### src/rtl/brd_pkg.sv
// ----------------------------------------------------------------------------
// brd_pkg
// Shared types and constants for the byte ring deque.
// ----------------------------------------------------------------------------
package brd_pkg;

  localparam int BYTE_W = 8;

  // request command codes
  typedef enum logic [1:0] {
    CMD_PUT  = 2'd0,  // append at newest end
    CMD_GET  = 2'd1,  // remove oldest
    CMD_PEEK = 2'd2,  // read oldest, keep it
    CMD_POP  = 2'd3   // remove newest
  } cmd_t;

  typedef logic [BYTE_W-1:0] byte_t;

endpackage

### src/rtl/brd_store.sv
// ----------------------------------------------------------------------------
// brd_store
// Byte memory with one write port and one registered read port.
// ----------------------------------------------------------------------------
module brd_store import brd_pkg::*; #(
  parameter int DEPTH  = 64,
  parameter int ADDR_W = $clog2(DEPTH)
) (
  input  logic              clk,
  input  logic              wr_en,
  input  logic [ADDR_W-1:0] wr_addr,
  input  byte_t             wr_data,
  input  logic              rd_en,
  input  logic [ADDR_W-1:0] rd_addr,
  output byte_t             rd_data
);

  byte_t mem [DEPTH];

  always_ff @(posedge clk) begin
    if (wr_en) begin
      mem[wr_addr] <= wr_data;
    end
  end

  // read data holds while no read is issued
  always_ff @(posedge clk) begin
    if (rd_en) begin
      rd_data <= mem[rd_addr];
    end
  end

endmodule

### config.mk
export PLATFORM = sky130hd
export DESIGN_NAME = brd_store
export DESIGN_NICKNAME = d
export VERILOG_FILES = /design/src/rtl/brd_pkg.sv /design/src/rtl/brd_store.sv
export SDC_FILE = /design/constraint.sdc
export NUM_CORES = 1
export LEC_CHECK = 0
export BUFFER_PORTS_ARGS = -buffer_cell sky130_fd_sc_hd__buf_4
export CORE_MARGIN = 4
export CORE_UTILIZATION = 40
export DETAILED_ROUTE_END_ITERATION = 8
export HOLD_SLACK_MARGIN = 0.05
export PLACE_DENSITY_LB_ADDON = 0.15
export SLEW_MARGIN = 10
export SYNTH_ARGS = -nofsm -noshare
export SYNTH_HDL_FRONTEND = slang
export SYNTH_SLANG_ARGS = --single-unit
### constraint.sdc
create_clock -name clk -period 3.57 [get_ports clk]
set_clock_uncertainty 0.1 [all_clocks]
set_input_delay 0.714 -clock clk [delete_from_list [all_inputs] [get_ports clk]]
set_output_delay 0.714 -clock clk [all_outputs]
set_load 0.05 [all_outputs]
==> results of run 1 <==
## area by class of cell
class                      instances  area [µm²]  share of cell area, %
clock buffer                      65        1410                   6.03
clock inverter                    33         262                   1.11
multi-input combinational        369        4320                   18.4
sequential                       520       15600                   66.6
tap                              672         841                   3.58
timing repair buffer             124        1010                   4.31
## worst max-delay path by stage
stage | cells after the start | endpoint | slack, ns
detailed placement | 7 | rd_data[0]$_DFFE_PP_ | 0.30
CTS | 7 | rd_data[0]$_DFFE_PP_ | 0.94
global route | 7 | rd_data[1]$_DFFE_PP_ | 0.90
floorplan | 7 | rd_data[3]$_DFFE_PP_ | 0.95
finish | 7 | rd_data[0]$_DFFE_PP_ | 1.0
global placement | 6 | rd_data[7]$_DFFE_PP_ | 0.30
## layout by cell type (no fill, tap or decap), types with 10 or more instances in the layout
cell       instances
buf_4            117
clkbuf_1          10
clkbuf_16         55
clkinv_1          14
clkinv_2          10
edfxtp_1         520
mux2_2            13
mux2i_1           23
mux4_2           126
nand2_1           19
nand3_1           13
nor2_1            83
nor2b_1           14
## kinds of logic (layout without fill, tap and decap cells)
family	Yosys count	in the layout
flip-flops	520	520
AO/OA/AOI/OAI	54	54
multiplexers	162	162
AND/OR/NAND/NOR	153	153
buffers and inverters	51	222
## per-stage QoR
step	utilization, %	power [mW]
CTS	46.9	13.0
global route	46.9	13.3
floorplan	-	7.30
detailed placement	43.5	7.61
global placement	43.5	7.61
finish	46.9	12.8
## state kept, by name, indices dropped and copies added (netlist names)
name and count:
rd_data 8, mem 512
## power groups by stage
| stage | clock network [mW] | logic [mW] | registers, mW |
|---|---|---|---|
| finish | 5.37 | 0.678 | 6.79 |
| global route | 5.76 | 0.730 | 6.79 |
| CTS | 5.51 | 0.696 | 6.79 |
| detailed placement | 0 | 0.695 | 6.92 |
| global placement | 0 | 0.691 | 6.92 |
| floorplan | 0 | 0.360 | 6.94 |
## worst reg2reg max path: cells and delay by family, from the launching register on
family,cells,cell delay [ns]
muxes,2,0.80
AOI/OAI and AO/OA,2,0.55
DFF,1,0.36
buffers and inverters,1,0.20
## per-layer routing
metal,vias up,GRT usage [%],wire (µm),share of wire [%]
li1,4197,-,-,-
met1,5257,26.4,21300,44
met2,268,28.8,23200,48
met3,62,3.48,2780,5.8
met4,0,4.24,882,1.8
met5,-,0,0,0
==> results.cfg, run 1 <==
[yosys]
synth_warnings = 0
syn_avg_cell_area_um2 = 21.5
synth_common_cells = 520 x edfxtp_1, 126 x mux4_2, 83 x nor2_1
synth-edff-count = 520
syn_inst = 940
synth-compound-area-share_pct = 2.06
synthAdderAreaFrac_pct = 0
synth_top_cell_by_area = edfxtp_1
seq_area_frac_synth_pct = 77.1
synthMuxAreaShare_pct = 15.9
synth_top_family_by_area = multiplexers
synth.distinct_cells = 39
synth_nets = 963
synth_area_um2 = 20200
async_reset_ff_share_pct = 0
ys_seq_elements = 520
yosysMostFrequentCell = edfxtp_1
synth_area_leaders = edfxtp_1 77%, mux4_2 14%, nor2_1 1.5%, mux2i_1 1.1%, mux2_2 0.72%
synth-xor-area-share_pct = 0
synthSimpleGateAreaFrac_pct = 3.37
ys.flop_type = edfxtp_1
yosysTopAreaCellShare_pct = 77.1

[sta]
final.setup.tns_ns = 0
setup_ws_ns = 0.997
drv_slew = 0
slew-limit-headroom_pct = 50.6
setup_viol = 0
clock.fmax_ghz = 0.389
finalHoldViolCount = 0
fin_crit_ns = 2.57
rsz0062_at_grt = false
fin_crit_sh_pct = 72.1
hold_ws_ns = 0.352
worst_pin_slew_ns = 0.740

[drt]
totalWireLength_um = 48100
vias_per_cell = 5.49
first_iter_violations = 951
first_pass_iters = 5
post_drt_wl_per_cell_um = 27.0
vias = 9784
drcViolationCount = 0
postRouteAntennaNets = 0

[clock_tree]
clk_latency_ns = 0.60
cts_hold_buffers = 0
cts_max_level = 2
clockRootBuffer = clkbuf_16
cts_tree = done
clock-sinks = 520
cts_resized = 0
clkSlewWorstSetupHoldPaths_ns = 0.06
postCtsSetupRepairBufs = 0
numCtsBuffers = 54
clock_path_buffers = 3

[worst_setup_path]
cp.required_ns = 3.81
crit_slowest_cell = mux4_2
arrival_ns = 2.81
r2r_setup_slack_ns = 1.29
r2r_end = rd_data[2]$_DFFE_PP_
worstSetupPathType = in -> reg
worstSetupStartpointType = primary input
crit_fanout = 48
crit_family = multiplexers
crit_chain = buf_4 > buf_12 > mux4_2 > mux4_2 > nor2_1 > nor3_1 > o2bb2ai_1
reg2reg_depth = 5
cp-startpoint = rd_addr[1]
crit_top_cell = mux4_2
r2r_start = mem[47][2]$_DFFE_PP_
end_kind = flip-flop
path_buf_inv = 2
critPathMaxStageDelay_ns = 0.46

[power]
leakagePower_nw = 7.44
clkPwrFrac_pct = 41.8
p_comb_share_pct = 5.3
internal_power_mw = 10.1
switching_share_pct = 21.1
p_per_area_nw_per_um2 = 547
irDropWorstVdd_uv = 320
p_switching_mw = 2.71
seq_power_share_pct = 52.9

[placed_design]
placedCellCount = 1685
dp_slack_ns = 0.302
io_buffer_count = 30
placed_area_um2 = 21800
place.gp.congestion = 0.771
place_hpwl_um = 29500

[global_routing]
grt_pass1_wl_um = 71400
overflow = 0
gr-usage-all-layers_pct = 18.2
grt_pass1_vias = 10100
antenna_found_initial = 0
grt_max_degree = 65

[final_layout]
nFillCells = 4277
syn2layout_area_growth_pct = 15.9
antennaDiodeCount = 0
instances_no_fill = 1783
drive_above_1_share_pct = 30.5
finalNetCount = 1092
stdcell_area_um2 = 23500

[worst_hold_path]
min_path_cells = 1
hold_start = rd_en
hold_path.class = in -> reg
hold_end = rd_data[1]$_DFFE_PP_

[run]
maxCapViolCount = 0

[die]
dieArea_um2 = 54300
initial_utilization_pct = 40.4
die_w_um = 233
core_um2 = 50100
die_y_um = 233
ios = 31
rows = 82

[outcome]
outcome = complete, no violations
(Power assumes the default switching activity.)
==> run 2: changes to the inputs <==
clock period = 2.18 ns   (was 3.57 ns; I/O delays follow)
==> results.cfg, run 2 (synthesis gave the netlist of run 1 again) <==
[outcome]
outcome = complete, no violations

[final_layout]
antennaDiodeCount = 0
syn2layout_area_growth_pct = 19.5
final_common_cell = edfxtp_1
stdcell_area_um2 = 24200
drive_above_1_share_pct = 35.1
regMostFlops = mem
nFillCells = 4205
final_core_util_pct = 48.3
reg.largest.list = mem (512), rd_data (8)
finalNetCount = 1160
largest_reg_flops = 512
layout_common_cells = 520 x edfxtp_1, 173 x buf_4, 126 x mux4_2

[global_routing]
antenna_found_initial = 0
grt_max_degree = 65
gr-usage-all-layers_pct = 18.3
overflow = 0
grt_util_met3_pct = 2.42
grt_pass1_wl_um = 71800
use_met2_pct = 29.4
grt_pass1_vias = 10500
use_met1_pct = 26.5
top_usage_layer = met2

[placed_design]
io_buffer_count = 30
place.gp.congestion = 0.808
place_hpwl_um = 31300
placed_area_um2 = 22400

[drt]
postRouteAntennaNets = 0
totalWireLength_um = 48400
first_iter_violations = 911
drcViolationCount = 0
vias = 9920
first_pass_iters = 5
vias_per_cell = 5.36
post_drt_wl_per_cell_um = 26.2

[clock_tree]
clock_path_buffers = 3
cts_max_level = 2
numCtsBuffers = 55
clkSlewWorstSetupHoldPaths_ns = 0.06
clk_latency_ns = 0.61
cts_tree = done
clock-sinks = 520
clockRootBuffer = clkbuf_16

[sta]
clock.fmax_ghz = 0.466
drv_slew = 0
slew-limit-headroom_pct = 50.0
setup_viol = 0
worst_pin_slew_ns = 0.750
fin_crit_sh_pct = 98.5
rsz0062_at_grt = false
finalHoldViolCount = 0
fin_crit_ns = 2.15

[worst_hold_path]
min_path_cells = 1
hold_path.class = in -> reg
hold_end = mem[45][1]$_DFFE_PP_
hold_start = wr_data[1]

[worst_setup_path]
cp-startpoint = rd_addr[0]
worstSetupStartpointType = primary input
end_kind = flip-flop
r2r_start = mem[20][6]$_DFFE_PP_
cp.required_ns = 2.42
crit_fanout = 12
worstSetupPathType = in -> reg
reg2reg_depth = 5
r2r_end = rd_data[6]$_DFFE_PP_
r2r_setup_slack_ns = 0.06
arrival_ns = 2.39

[power]
clkPwrFrac_pct = 42.2
p_comb_share_pct = 5.8
p_per_area_nw_per_um2 = 885
leakagePower_nw = 7.86
internal_power_mw = 16.9
switching_share_pct = 21.1
finalPower_mw = 21.4
irDropWorstVdd_uv = 613
seq_power_share_pct = 51.9
p_switching_mw = 4.52

[die]
rows = 82
die_y_um = 233
ios = 31
dieArea_um2 = 54300
die_w_um = 233
core_um2 = 50100
initial_utilization_pct = 40.4

[run]
maxCapViolCount = 0
-- run 2: worst max-delay path, stage by stage --
cell	delay, ns
clkbuf_8	0.20
buf_12	0.18
buf_12	0.17
mux4_2	0.56
mux4_2	0.49
o21ai_1	0.20
o41ai_1	0.11
-- run 2: power by group through the flow --
stage	logic, mW	clock network, mW	registers (mW)
finish	1.25	9.04	11.1
global route	1.33	9.71	11.1
CTS	1.26	9.26	11.1
detailed placement	1.26	0	11.3
global placement	1.24	0	11.3
floorplan	0.598	0	11.4
-- run 2: per-stage QoR --
stage               worst slack [ns]  hold slack [ns]  setup TNS (ns)  cells
floorplan                    -0.0413            0.435          -0.289    940
global placement              -0.656            0.677           -4.65   1749
detailed placement            -0.647            0.677           -4.66   1749
CTS                          0.00525            0.130               0   1850
global route                 0.00207            0.140               0   1850
finish                        0.0320            0.155               0   1850
-- run 2: what timing repair did --
item | 4_1_cts | 5_1_grt
buffers inserted | 2 | 0
resized for setup | 1 | 6
hold endpoints to repair | 8 | 0
hold buffers | 1 | 0
setup endpoints to repair | 2 | 5
-- run 2: routing by layer --
metal | up-vias | part of all wire, %
li1 | 4343 | -
met1 | 5301 | 46
met2 | 208 | 48
met3 | 68 | 4.0
met4 | 0 | 1.9
met5 | - | 0
-- run 2: final cells by class --
class / count / area, µm² / share of cell area [%]
sequential: 520 / 15600 / 64.6
multi-input combinational: 369 / 4350 / 18.0
timing repair buffer: 191 / 1640 / 6.79
clock buffer: 68 / 1450 / 5.98
tap: 672 / 841 / 3.48
clock inverter: 30 / 292 / 1.21
-- run 2: worst max-delay path by stage --
stage                           end  slack [ns]  cells after the start
2_1_floorplan  rd_data[7]$_DFFE_PP_       -0.04                      7
3_3_place_gp   rd_data[7]$_DFFE_PP_       -0.66                      7
3_5_place_dp   rd_data[3]$_DFFE_PP_       -0.65                      7
4_1_cts        rd_data[0]$_DFFE_PP_       0.005                      4
5_1_grt        rd_data[1]$_DFFE_PP_       0.002                      8
6_report       rd_data[3]$_DFFE_PP_        0.03                      7
==> run 3: changes to the inputs <==
CORE_ASPECT_RATIO = 0.75   (was unset)
==> results.cfg, run 3 (synthesis gave the netlist of run 1 again) <==
[final_layout]
finalNetCount = 1154
reg.largest.list = mem (512), rd_data (8)
syn2layout_area_growth_pct = 18.9
drive_above_1_share_pct = 34.2
antennaDiodeCount = 0
largest_reg_flops = 512
layout_common_cells = 520 x edfxtp_1, 176 x buf_4, 126 x mux4_2
final_common_cell = edfxtp_1
regMostFlops = mem
nFillCells = 4188
multi_input_area_um2 = 4390
seqCellArea_um2 = 15600

[sta]
setup_viol = 0
finalHoldViolCount = 0
fin_crit_sh_pct = 97.1
rsz0062_at_grt = true
clock.fmax_ghz = 0.472
worst_pin_slew_ns = 0.768
final.setup.tns_ns = 0
hold_ws_ns = 0.0988
fin_crit_ns = 2.12
drv_slew = 0
slew-limit-headroom_pct = 48.8

[global_routing]
use_met2_pct = 26.4
top_usage_layer = met1
overflow = 0
grt_pass1_wl_um = 72400
use_met1_pct = 29.1
gr-usage-all-layers_pct = 18.3
grt_pass1_vias = 10300
antenna_found_initial = 3
grt_util_met3_pct = 3.72
grt_max_degree = 65

[worst_hold_path]
hold_start = wr_data[7]
hold_end = mem[58][7]$_DFFE_PP_
hold_path.class = in -> reg
min_path_cells = 1

[worst_setup_path]
worstSetupPathType = reg -> reg
cp-startpoint = mem[21][6]$_DFFE_PP_
cp.required_ns = 2.40
end_kind = flip-flop
crit_slowest_cell = mux4_2
arrival_ns = 2.33
crit_fanout = 1
r2r_setup_slack_ns = 0.06
crit_chain = mux4_2 > mux2_4 > o221a_4 > nor3_4 > o32ai_1
worstSetupStartpointType = flip-flop
r2r_start = mem[21][6]$_DFFE_PP_
r2r_end = rd_data[6]$_DFFE_PP_
reg2reg_depth = 5
critPathMaxStageDelay_ns = 0.49

[placed_design]
place_hpwl_um = 32000
io_buffer_count = 30
place.gp.congestion = 0.794

[clock_tree]
clkSlewWorstSetupHoldPaths_ns = 0.06
cts_max_level = 2
clock_path_buffers = 3
cts_hold_buffers = 0
clock-sinks = 520
clk_latency_ns = 0.57
postCtsSetupRepairBufs = 0
numCtsBuffers = 51
cts_tree = done
clockRootBuffer = clkbuf_16

[drt]
vias_per_cell = 5.53
first_pass_iters = 5
first_iter_violations = 769
post_drt_wl_per_cell_um = 26.9
vias = 10100
totalWireLength_um = 49200
postRouteAntennaNets = 0
drcViolationCount = 0

[die]
core_um2 = 50100
die_y_um = 203
initial_utilization_pct = 40.4
rows = 71
ios = 31
die_w_um = 268
dieArea_um2 = 54300

[power]
p_per_area_nw_per_um2 = 880
leakagePower_nw = 7.78
irDropWorstVdd_uv = 558

[outcome]
outcome = complete, no violations

[run]
maxCapViolCount = 0
[run 3: cell count changes in the layout (fill, tap and decap cells not counted), moves of 2 or more]
cell / delta
bufinv_16: +2
clkinv_2: -9
clkinv_1: +6
buf_4: +3
buf_12: -5
clkbuf_16: -3
inv_6: -3
[run 3: critical path: cells and delay by family, from the launching register on]
kind            cells  cell delay, ns
mux                 2            0.80
compound gates      2            0.39
flops               1            0.35
simple gates        1            0.22
[run 3: per-layer routing]
layer  wire length (µm)  vias to the layer above
met4                916                        4
met5                 33                        -
met2              21700                      281
met3               2910                       62
li1                   -                     4322
met1              23600                     5416
[run 3: per-stage QoR]
stage                     util (%)  cells  power (mW)  worst slack [ns]  area [µm²]
after floorplan                  -    940        12.0           -0.0413       20300
after global placement        44.6   1736        12.6            -0.615       22300
after detailed placement      44.6   1736        12.6            -0.650       22300
after CTS                     47.9   1826        21.4           0.00747       24000
after global routing          48.0   1825        21.9         -0.000253       24100
final                         48.0   1825        21.2            0.0630       24100
[run 3: timing repair]
| action | in CTS | in global routing |
|---|---|---|
| resized for setup | 7 | 9 |
| endpoints found under the setup margin | 4 | 6 |
| pin swaps | 1 | 2 |
| cloned | 0 | 0 |
[run 3: how the worst max path moves through the flow]
stage	cells after the start	end
2_1_floorplan	7	rd_data[7]$_DFFE_PP_
3_3_place_gp	8	rd_data[1]$_DFFE_PP_
5_1_grt	5	rd_data[0]$_DFFE_PP_
6_report	5	rd_data[6]$_DFFE_PP_
3_5_place_dp	7	rd_data[4]$_DFFE_PP_
4_1_cts	6	rd_data[6]$_DFFE_PP_
[run 3: final cells by class]
cell class,instances,area share [%]
repair buffers,189,6.58
well taps,657,3.42
clock buffers,66,5.71
multi-input cells,369,18.2
clock inverters,24,1.16
flip-flops and latches,520,64.9
[run 3: where the power goes]
group	leakage [nW]	total, mW	internal, mW	switching [mW]
logic	2.30	1.24	0.512	0.730
registers	4.69	11.1	11.1	0.0321
clock network	0.795	8.81	5.23	3.58
